[config.mk]
export PLATFORM = sky130hd
export DESIGN_NAME = pixel_format_converter
export DESIGN_NICKNAME = d
export VERILOG_FILES = /design/src/rtl/pfc_pkg.sv /design/src/rtl/pfc_core.sv /design/src/rtl/pixel_format_converter.sv
export SDC_FILE = /design/constraint.sdc
export NUM_CORES = 1
export LEC_CHECK = 0
export ABC_AREA = 1
export BUFFER_PORTS_ARGS = -buffer_cell sky130_fd_sc_hd__buf_2
export CAP_MARGIN = 25
export CORE_ASPECT_RATIO = 2
export CORE_MARGIN = 3
export CORE_UTILIZATION = 41
export DETAILED_ROUTE_END_ITERATION = 10
export GPL_ROUTABILITY_DRIVEN = 0
export PLACE_DENSITY = 0.69
export SLEW_MARGIN = 20
export SYNTH_ARGS = -nofsm -noshare
export SYNTH_HDL_FRONTEND = slang
export SYNTH_SLANG_ARGS = --single-unit
[constraint.sdc]
create_clock -name clk -period 7.95 [get_ports clk]
set_input_delay 0.3975 -clock clk [delete_from_list [all_inputs] [get_ports clk]]
set_output_delay 0.3975 -clock clk [all_outputs]
set_load 0.05 [all_outputs]
[src/rtl/pfc_pkg.sv]
// Shared types and constants for the pixel format converter.
// Used by pfc_core and pixel_format_converter; no dependencies.
`default_nettype none

package pfc_pkg;

  localparam int unsigned ChanWidth  = 8;
  localparam int unsigned CfgWidth   = 3;
  localparam int unsigned CountWidth = 3;
  localparam int unsigned IndexWidth = 2;

  // register indexes
  localparam logic [IndexWidth-1:0] RegSourceDepth  = 2'd0;
  localparam logic [IndexWidth-1:0] RegTargetFormat = 2'd1;

  // target formats
  localparam logic [CfgWidth-1:0] FmtGray      = 3'd0;
  localparam logic [CfgWidth-1:0] FmtGrayAlpha = 3'd1;
  localparam logic [CfgWidth-1:0] FmtRgb       = 3'd2;
  localparam logic [CfgWidth-1:0] FmtRgba      = 3'd3;
  localparam logic [CfgWidth-1:0] FmtRed       = 3'd4;
  localparam logic [CfgWidth-1:0] FmtGreen     = 3'd5;
  localparam logic [CfgWidth-1:0] FmtBlue      = 3'd6;
  localparam logic [CfgWidth-1:0] FmtAlpha     = 3'd7;

  // source depths
  localparam logic [CfgWidth-1:0] DepthGray      = 3'd1;
  localparam logic [CfgWidth-1:0] DepthGrayAlpha = 3'd2;
  localparam logic [CfgWidth-1:0] DepthRgba      = 3'd4;

  localparam logic [CfgWidth-1:0] ResetSourceDepth  = DepthRgba;
  localparam logic [CfgWidth-1:0] ResetTargetFormat = FmtRgba;

  // BT.709 luma weights, unsigned Q16; they sum to 65536
  localparam logic [15:0] LumaWr = 16'd13933;
  localparam logic [15:0] LumaWg = 16'd46871;
  localparam logic [15:0] LumaWb = 16'd4732;

  localparam logic [ChanWidth-1:0] Opaque = 8'd255;

  localparam logic [CountWidth-1:0] Count1 = 3'd1;
  localparam logic [CountWidth-1:0] Count2 = 3'd2;
  localparam logic [CountWidth-1:0] Count3 = 3'd3;
  localparam logic [CountWidth-1:0] Count4 = 3'd4;

  typedef struct packed {
    logic [ChanWidth-1:0] chan0;
    logic [ChanWidth-1:0] chan1;
    logic [ChanWidth-1:0] chan2;
    logic [ChanWidth-1:0] chan3;
  } pixel_in_t;

  typedef struct packed {
    logic [ChanWidth-1:0]  out0;
    logic [ChanWidth-1:0]  out1;
    logic [ChanWidth-1:0]  out2;
    logic [ChanWidth-1:0]  out3;
    logic [CountWidth-1:0] out_count;
  } pixel_out_t;

endpackage

`default_nettype wire

[src/rtl/pfc_core.sv]
// Combinational conversion of one pixel: channel unpack, luma, target select.
// Depends on pfc_pkg.
`default_nettype none

module pfc_core (
  input  wire pfc_pkg::pixel_in_t                    pix,
  input  wire logic [pfc_pkg::CfgWidth-1:0]          source_depth,
  input  wire logic [pfc_pkg::CfgWidth-1:0]          target_format,
  output pfc_pkg::pixel_out_t                        result
);

  logic                             gray_src;
  logic [pfc_pkg::ChanWidth-1:0]    r, g, b, a, y;
  logic [23:0]                      prod_r, prod_g, prod_b;
  logic [25:0]                      luma_sum;

  // depth 0 counts as gray, 5..7 as rgba
  assign gray_src = (source_depth <= pfc_pkg::DepthGrayAlpha);

  assign prod_r   = 24'(pix.chan0) * 24'(pfc_pkg::LumaWr);
  assign prod_g   = 24'(pix.chan1) * 24'(pfc_pkg::LumaWg);
  assign prod_b   = 24'(pix.chan2) * 24'(pfc_pkg::LumaWb);
  assign luma_sum = {2'b00, prod_r} + {2'b00, prod_g} + {2'b00, prod_b};

  always_comb begin
    r = pix.chan0;
    g = gray_src ? pix.chan0 : pix.chan1;
    b = gray_src ? pix.chan0 : pix.chan2;
    y = gray_src ? pix.chan0 : luma_sum[23:16];
    if (source_depth == pfc_pkg::DepthGrayAlpha) begin
      a = pix.chan1;
    end else if (source_depth >= pfc_pkg::DepthRgba) begin
      a = pix.chan3;
    end else begin
      a = pfc_pkg::Opaque;
    end
  end

  always_comb begin
    result = '0;
    case (target_format)
      pfc_pkg::FmtGray: begin
        result.out0      = y;
        result.out_count = pfc_pkg::Count1;
      end
      pfc_pkg::FmtGrayAlpha: begin
        result.out0      = y;
        result.out1      = a;
        result.out_count = pfc_pkg::Count2;
      end
      pfc_pkg::FmtRgb: begin
        result.out0      = r;
        result.out1      = g;
        result.out2      = b;
        result.out_count = pfc_pkg::Count3;
      end
      pfc_pkg::FmtRgba: begin
        result.out0      = r;
        result.out1      = g;
        result.out2      = b;
        result.out3      = a;
        result.out_count = pfc_pkg::Count4;
      end
      pfc_pkg::FmtRed: begin
        result.out0      = r;
        result.out_count = pfc_pkg::Count1;
      end
      pfc_pkg::FmtGreen: begin
        result.out0      = g;
        result.out_count = pfc_pkg::Count1;
      end
      pfc_pkg::FmtBlue: begin
        result.out0      = b;
        result.out_count = pfc_pkg::Count1;
      end
      default: begin
        result.out0      = a;
        result.out_count = pfc_pkg::Count1;
      end
    endcase
  end

endmodule

`default_nettype wire

[src/rtl/pixel_format_converter.sv]
// Pixel format converter: input register, conversion logic, result register.
// An accepted pixel passes through the input register, then the result register, to result valid.
// Throughput: one pixel per cycle while out_ready holds; an empty input stage still accepts during a stall.
// Reset (rst, synchronous): pipeline emptied, source_depth 4, target_format rgba.
// Depends on pfc_pkg and pfc_core.
`default_nettype none

module pixel_format_converter (
  input  wire logic                                clk,
  input  wire logic                                rst,
  input  wire logic                                in_valid,
  output logic                                     in_ready,
  input  wire pfc_pkg::pixel_in_t                  in_data,
  output logic                                     out_valid,
  input  wire logic                                out_ready,
  output pfc_pkg::pixel_out_t                      out_data,
  input  wire logic                                cfg_we,
  input  wire logic [pfc_pkg::IndexWidth-1:0]      cfg_index,
  input  wire logic [pfc_pkg::CfgWidth-1:0]        cfg_data
);

  logic [pfc_pkg::CfgWidth-1:0] source_depth;
  logic [pfc_pkg::CfgWidth-1:0] target_format;
  logic                         s1_valid;
  pfc_pkg::pixel_in_t           s1_pix;
  pfc_pkg::pixel_out_t          result_next;
  logic                         out_load;

  // result register takes a word when empty or being drained
  assign out_load = !out_valid || out_ready;
  assign in_ready = !s1_valid || out_load;

  always_ff @(posedge clk) begin
    if (rst) begin
      source_depth  <= pfc_pkg::ResetSourceDepth;
      target_format <= pfc_pkg::ResetTargetFormat;
    end else if (cfg_we) begin
      if (cfg_index == pfc_pkg::RegSourceDepth) begin
        source_depth <= cfg_data;
      end else if (cfg_index == pfc_pkg::RegTargetFormat) begin
        target_format <= cfg_data;
      end
    end
  end

  always_ff @(posedge clk) begin
    if (rst) begin
      s1_valid <= 1'b0;
    end else if (in_ready) begin
      s1_valid <= in_valid;
    end
  end

  always_ff @(posedge clk) begin
    if (in_ready && in_valid) begin
      s1_pix <= in_data;
    end
  end

  pfc_core u_core (
    .pix           (s1_pix),
    .source_depth  (source_depth),
    .target_format (target_format),
    .result        (result_next)
  );

  always_ff @(posedge clk) begin
    if (rst) begin
      out_valid <= 1'b0;
    end else if (out_load) begin
      out_valid <= s1_valid;
    end
  end

  always_ff @(posedge clk) begin
    if (out_load && s1_valid) begin
      out_data <= result_next;
    end
  end

  a_count_range: assert property (@(posedge clk) disable iff (rst)
    out_valid |-> (out_data.out_count == pfc_pkg::Count1 ||
                   out_data.out_count == pfc_pkg::Count2 ||
                   out_data.out_count == pfc_pkg::Count3 ||
                   out_data.out_count == pfc_pkg::Count4))
    else $error("out_count out of range");

  a_unused_zero: assert property (@(posedge clk) disable iff (rst)
    (out_valid && out_data.out_count == pfc_pkg::Count1) |->
      (out_data.out1 == '0 && out_data.out2 == '0 && out_data.out3 == '0))
    else $error("unused result bytes not zero");

  a_accept_fills: assert property (@(posedge clk) disable iff (rst)
    (in_valid && in_ready) |=> s1_valid)
    else $error("accepted word lost in input stage");

  a_stage_moves: assert property (@(posedge clk) disable iff (rst)
    (s1_valid && out_load) |=> out_valid)
    else $error("input stage word not moved to result register");

endmodule

`default_nettype wire
# --- Word level (Yosys, flattened, before mapping) ---
# Index checks and enable logic that the tools add are counted.
word_totals:
  ff_bits: 75
  inputBits: 42
  output_inout_bits: 37
  word_cells: 50
classes:
  n_lt_le_gt_ge: 2
  n_mux: 8
  n_bitwise: 1
  reduce_logical: 13
  mul: 3
  add_sub_neg: 2
  n_eq_ne: 8
op_table:
  columns: ["cell", "count"]
  rows:
  - ["8-bit 2-to-1 mux", 5]
  - ["8-bit one-hot mux with 4 select lines", 1]
  - ["22-bit by 24-bit adder with 24-bit output", 1]
  - ["24-bit by 21-bit adder with 24-bit output", 1]
  - ["8-bit by 16-bit multiplier with 24-bit output (second input constant)", 1]
  - ["8-bit by 14-bit multiplier with 22-bit output (second input constant)", 1]
  - ["8-bit by 11-bit multiplier with 19-bit output (second input constant)", 1]
  - ["8-bit one-hot mux with 2 select lines", 1]
  - ["3-bit by 2-bit equality test with 1-bit output (second input constant)", 3]
  - ["3-bit equality test (second input constant)", 3]
  - ["3-bit one-hot mux with 3 select lines", 1]
  - ["2-bit OR reduction", 2]
  - ["3-bit by 1-bit equality test with 1-bit output (second input constant)", 1]
  - ["3-bit >= comparator (second input constant)", 1]
  - ["3-bit by 2-bit <= comparator with 1-bit output (second input constant)", 1]
  - ["3-bit logical NOT", 1]
  - ["3-bit AND reduction", 1]
  - ["3-bit OR reduction", 1]
  - ["2-bit by 1-bit equality test with 1-bit output (second input constant)", 1]
  - ["1-bit logical AND", 2]
  - ["1-bit logical NOT", 2]
  - ["2-bit logical NOT", 1]
  - ["1-bit logical OR", 2]
  - ["2-bit AND reduction", 1]
  - ["1-bit inverter", 1]

# --- Longest topological paths before layout ---
logic_depth:
  ltp_word: 5
  ltp_mapped: 36
  ltp_nobuf: 36

# --- Cells and area by module ---
# From an unflattened synthesis, not the netlist that was laid out.
hier_totals:
  hier_cells: 1142
  hier_area_um2: 10037.1
by_module_without_submodules:
  columns: ["mod", "n_inst", "seq_area_each_um2", "cells_per_inst", "area_each_um2"]
  rows:
  - ["pfc_core", 1, 0.0, 1027, 7674.9]
  - ["pixel_format_converter", 1, 2172.1, 115, 2362.3]

# --- Least setup slack after synthesis ---
# OpenSTA, ideal clock, no wires.
synth_path:
  path_kind: "flip-flop to flip-flop"
  start: "reg s1_pix[13] (netlist bit)"
  end: "reg out_data[29] (netlist bit), data pin"
  t_required_ps: 7687
  setup_ps: 263
  arrival_ps: 6623
  n_path_buf: 0
  synth_period_minus_slack_ps: 6887
  stages_incl_launch_ff: 29
  slack_ps: 1063
  cell_sequence: "edfxtp_1 > inv_1 > fa_1 > inv_1 > fa_1 > fa_1 > fa_1 > ha_1 > a21o_1 > a21oi_1 > o21ai_0 > xor2_1 > fa_1 > inv_1 > fa_1 > fa_1 > fa_1 > inv_1 > ha_1 > nand2_1 > inv_1 > a21oi_1 > nor2_1 > nor2_1 > nand2_1 > nand2_1 > nand3_1 > nand2_1 > nand4_1"
synth_rtl:
  columns: ["item", "line_no", "text"]
  rows:
  - ["start, declared", "pixel_format_converter.sv:25", "pfc_pkg::pixel_in_t s1_pix;"]
  - ["start signal, assigned", "pixel_format_converter.sv:56", "s1_pix <= in_data;"]
  - ["end signal, assigned", "pixel_format_converter.sv:77", "out_data <= result_next;"]
  - ["end, declared", "pixel_format_converter.sv:16", "output pfc_pkg::pixel_out_t out_data,"]

==> impl_metrics.json <==
{
  "antenna_left": 0,
  "ctsHoldBuffers": 0,
  "finalSetupTns_ps": 0,
  "cts_resized": 0,
  "dp_slack_ps": 622,
  "cap_violations": 0,
  "grt_pass1_vias": 8617,
  "die_y_um": 227,
  "grtUsageTotal_pct": 22.2,
  "cts_tree": "yes",
  "cts_inserted_buffers": 9,
  "drtIter0Drc": 389,
  "required_ps": 8040,
  "seq_area_sq_um": 2170,
  "hold_viol_final": 0,
  "worstSetupStartpointType": "flip-flop",
  "dieArea_sq_um": 26300,
  "die_w_um": 116,
  "path_common_cell": "fa_1",
  "rsz0062_at_grt": "no",
  "max_slew.worst_pin.slew_ps": 843,
  "clock_latency_ps": 340,
  "setup_ws_ps": 533,
  "yosysWarnings": 0,
  "via_per_inst": 5.14,
  "crit_slowest_cell": "fa_1",
  "clk_path_buf_depth": 2,
  "hp-class": "input pin to flip-flop",
  "synth_top_area_cell": "fa_1",
  "initial_core_util_pct": 41.7,
  "final_cells": 1515,
  "grt_max_degree": 27,
  "syn-num-nets": 1450,
  "vias": 7790,
  "synth_top_area_share_pct": 27.7,
  "finalClockSkew_ps": 11.7,
  "synth_edf_count": 67,
  "fin_crit_sh_pct": 93.3,
  "clock-root-buffer": "clkbuf_16",
  "dr.pass1.iters": 5,
  "antenna_cells": 0,
  "fin_crit_ps": 7420,
  "fillCellCount": 2243,
  "ys_types": 34,
  "wire_per_inst_um": 18.4,
  "fmaxAchievable_mhz": 135,
  "synthCells": 1131,
  "cp_data_arrival_time_ps": 7500,
  "h-tree-depth": 3,
  "drive_gt1_share_pct": 9.53,
  "multi_input_area_sq_um": 6520,
  "synthTopCellsByArea": "fa_1, edfxtp_1, ha_1, inv_1, nand2_1",
  "grt_pass1_wl_um": 43700,
  "antenna_found_initial": 0,
  "postSynthAreaPerCell_sq_um": 8.82,
  "routed_wl_um": 27800,
  "drc": 0,
  "cts_sinks": 75,
  "area.growth.synth_to_final_pct": 11.6,
  "nets": 1542,
  "crit_path_max_fanout": 4,
  "pin_count": 79,
  "ys_seq_area_share_pct": 21.8,
  "rows": 80,
  "slowest_delay_ps": 620,
  "slew_violations": 0,
  "setup_violations": 0,
  "synthArstFlopShare_pct": 0,
  "ys_seq_elements": 75,
  "fp.coreArea_sq_um": 23900,
  "gr-total-overflow": 0,
  "synth_area_sq_um": 9970,
  "synth_commonest_cells": "inv_1, nand2_1, ha_1",
  "clk_pin_slew_worst_paths_ps": 70,
  "dp.cells": 1499,
  "status": "complete, no violations",
  "cts_setup_buffers": 0,
  "maxSlewHeadroom_pct": 43.8,
  "ys.flop_type": "edfxtp_1",
  "cp-end-kind": "flip-flop",
  "critPathKind": "flip-flop to flip-flop",
  "synth_most_common_cell": "inv_1",
  "portBuffers": 78,
  "hpwl_um": 24200
}
critical path: cells and delay by family, from the launching register on:
family,cells,cell delay [ps]
AOI/OAI and AO/OA,4,650
xor gates and xnor gates,1,150
adders and majority gates,10,4600
buffers and inverters,3,200
DFF,1,480
and+or+nand+nor,10,1070
area by class of cell:
type | instances | share of cell area [%]
flip-flops and latches | 75 | 19.5
multi-input cells | 713 | 58.6
repair buffers | 87 | 4.36
inverters | 337 | 11.4
well taps | 287 | 3.23
clock inverters | 7 | 0.900
clock buffers | 9 | 2.02
kinds of logic after synthesis:
family	share of synthesized area [%]
xor gates and xnor gates	1.23
adders and majority gates	45.1
and+or+nand+nor	13.4
DFF	21.8
AOI/OAI and AO/OA	5.43
buffers and inverters	13.0
state kept, by name, indices dropped and copies added (netlist names):
register       count
target_format      3
source_depth       3
s1_valid           1
out_valid          1
s1_pix            32
out_data          35
metal layers:
layer	wire length, um	GRT usage [%]
met5	0	0
met4	2780	18.1
met3	987	2.51
met2	15800	42.7
met1	8310	19.7
path summary, 6_finish.rpt:
kind	from	endpoint	slack, ps	depth (start not counted)
min	in_data[27]	s1_pix[27]	240	1
max reg2reg	s1_pix[14]	out_data[34]	530	28
max	s1_pix[14]	out_data[34]	530	28
min reg2reg	out_valid	out_valid	530	2
stage by stage:
step	util [%]	cell area (sq um)	hold slack (ps)
finish	46.5	11100	236
global route	46.5	11100	233
CTS	46.5	11100	225
detailed placement	45.1	10800	521
global placement	45.0	10800	517
floorplan	-	9970	445
layout by cell type (no fill, tap or decap), types with 2 or more instances in the layout:
master / Yosys / final
a21oi_1: 33 / 32
nor3_1: 4 / 4
nand3_1: 30 / 30
fa_1: 138 / 138
nand2_1: 196 / 196
or2_2: 6 / 6
buf_2: 4 / 78
bufinv_16: 0 / 2
edfxtp_1: 67 / 67
o22ai_1: 22 / 22
xor2_1: 11 / 11
dfxtp_1: 8 / 8
xnor2_1: 3 / 3
inv_1: 334 / 334
nor2_1: 73 / 73
nand4_1: 10 / 10
o21ai_0: 29 / 29
clkbuf_16: 0 / 9
ha_1: 139 / 139
a211oi_1: 2 / 2
a21o_1: 2 / 2
or2_0: 2 / 2
inv_2: 3 / 3
buf_4: 0 / 7
o211ai_1: 3 / 3
Power is left out: the tool's default activity adds up to more than one toggle a clock period on the data nets, which glitch-free logic cannot reach.
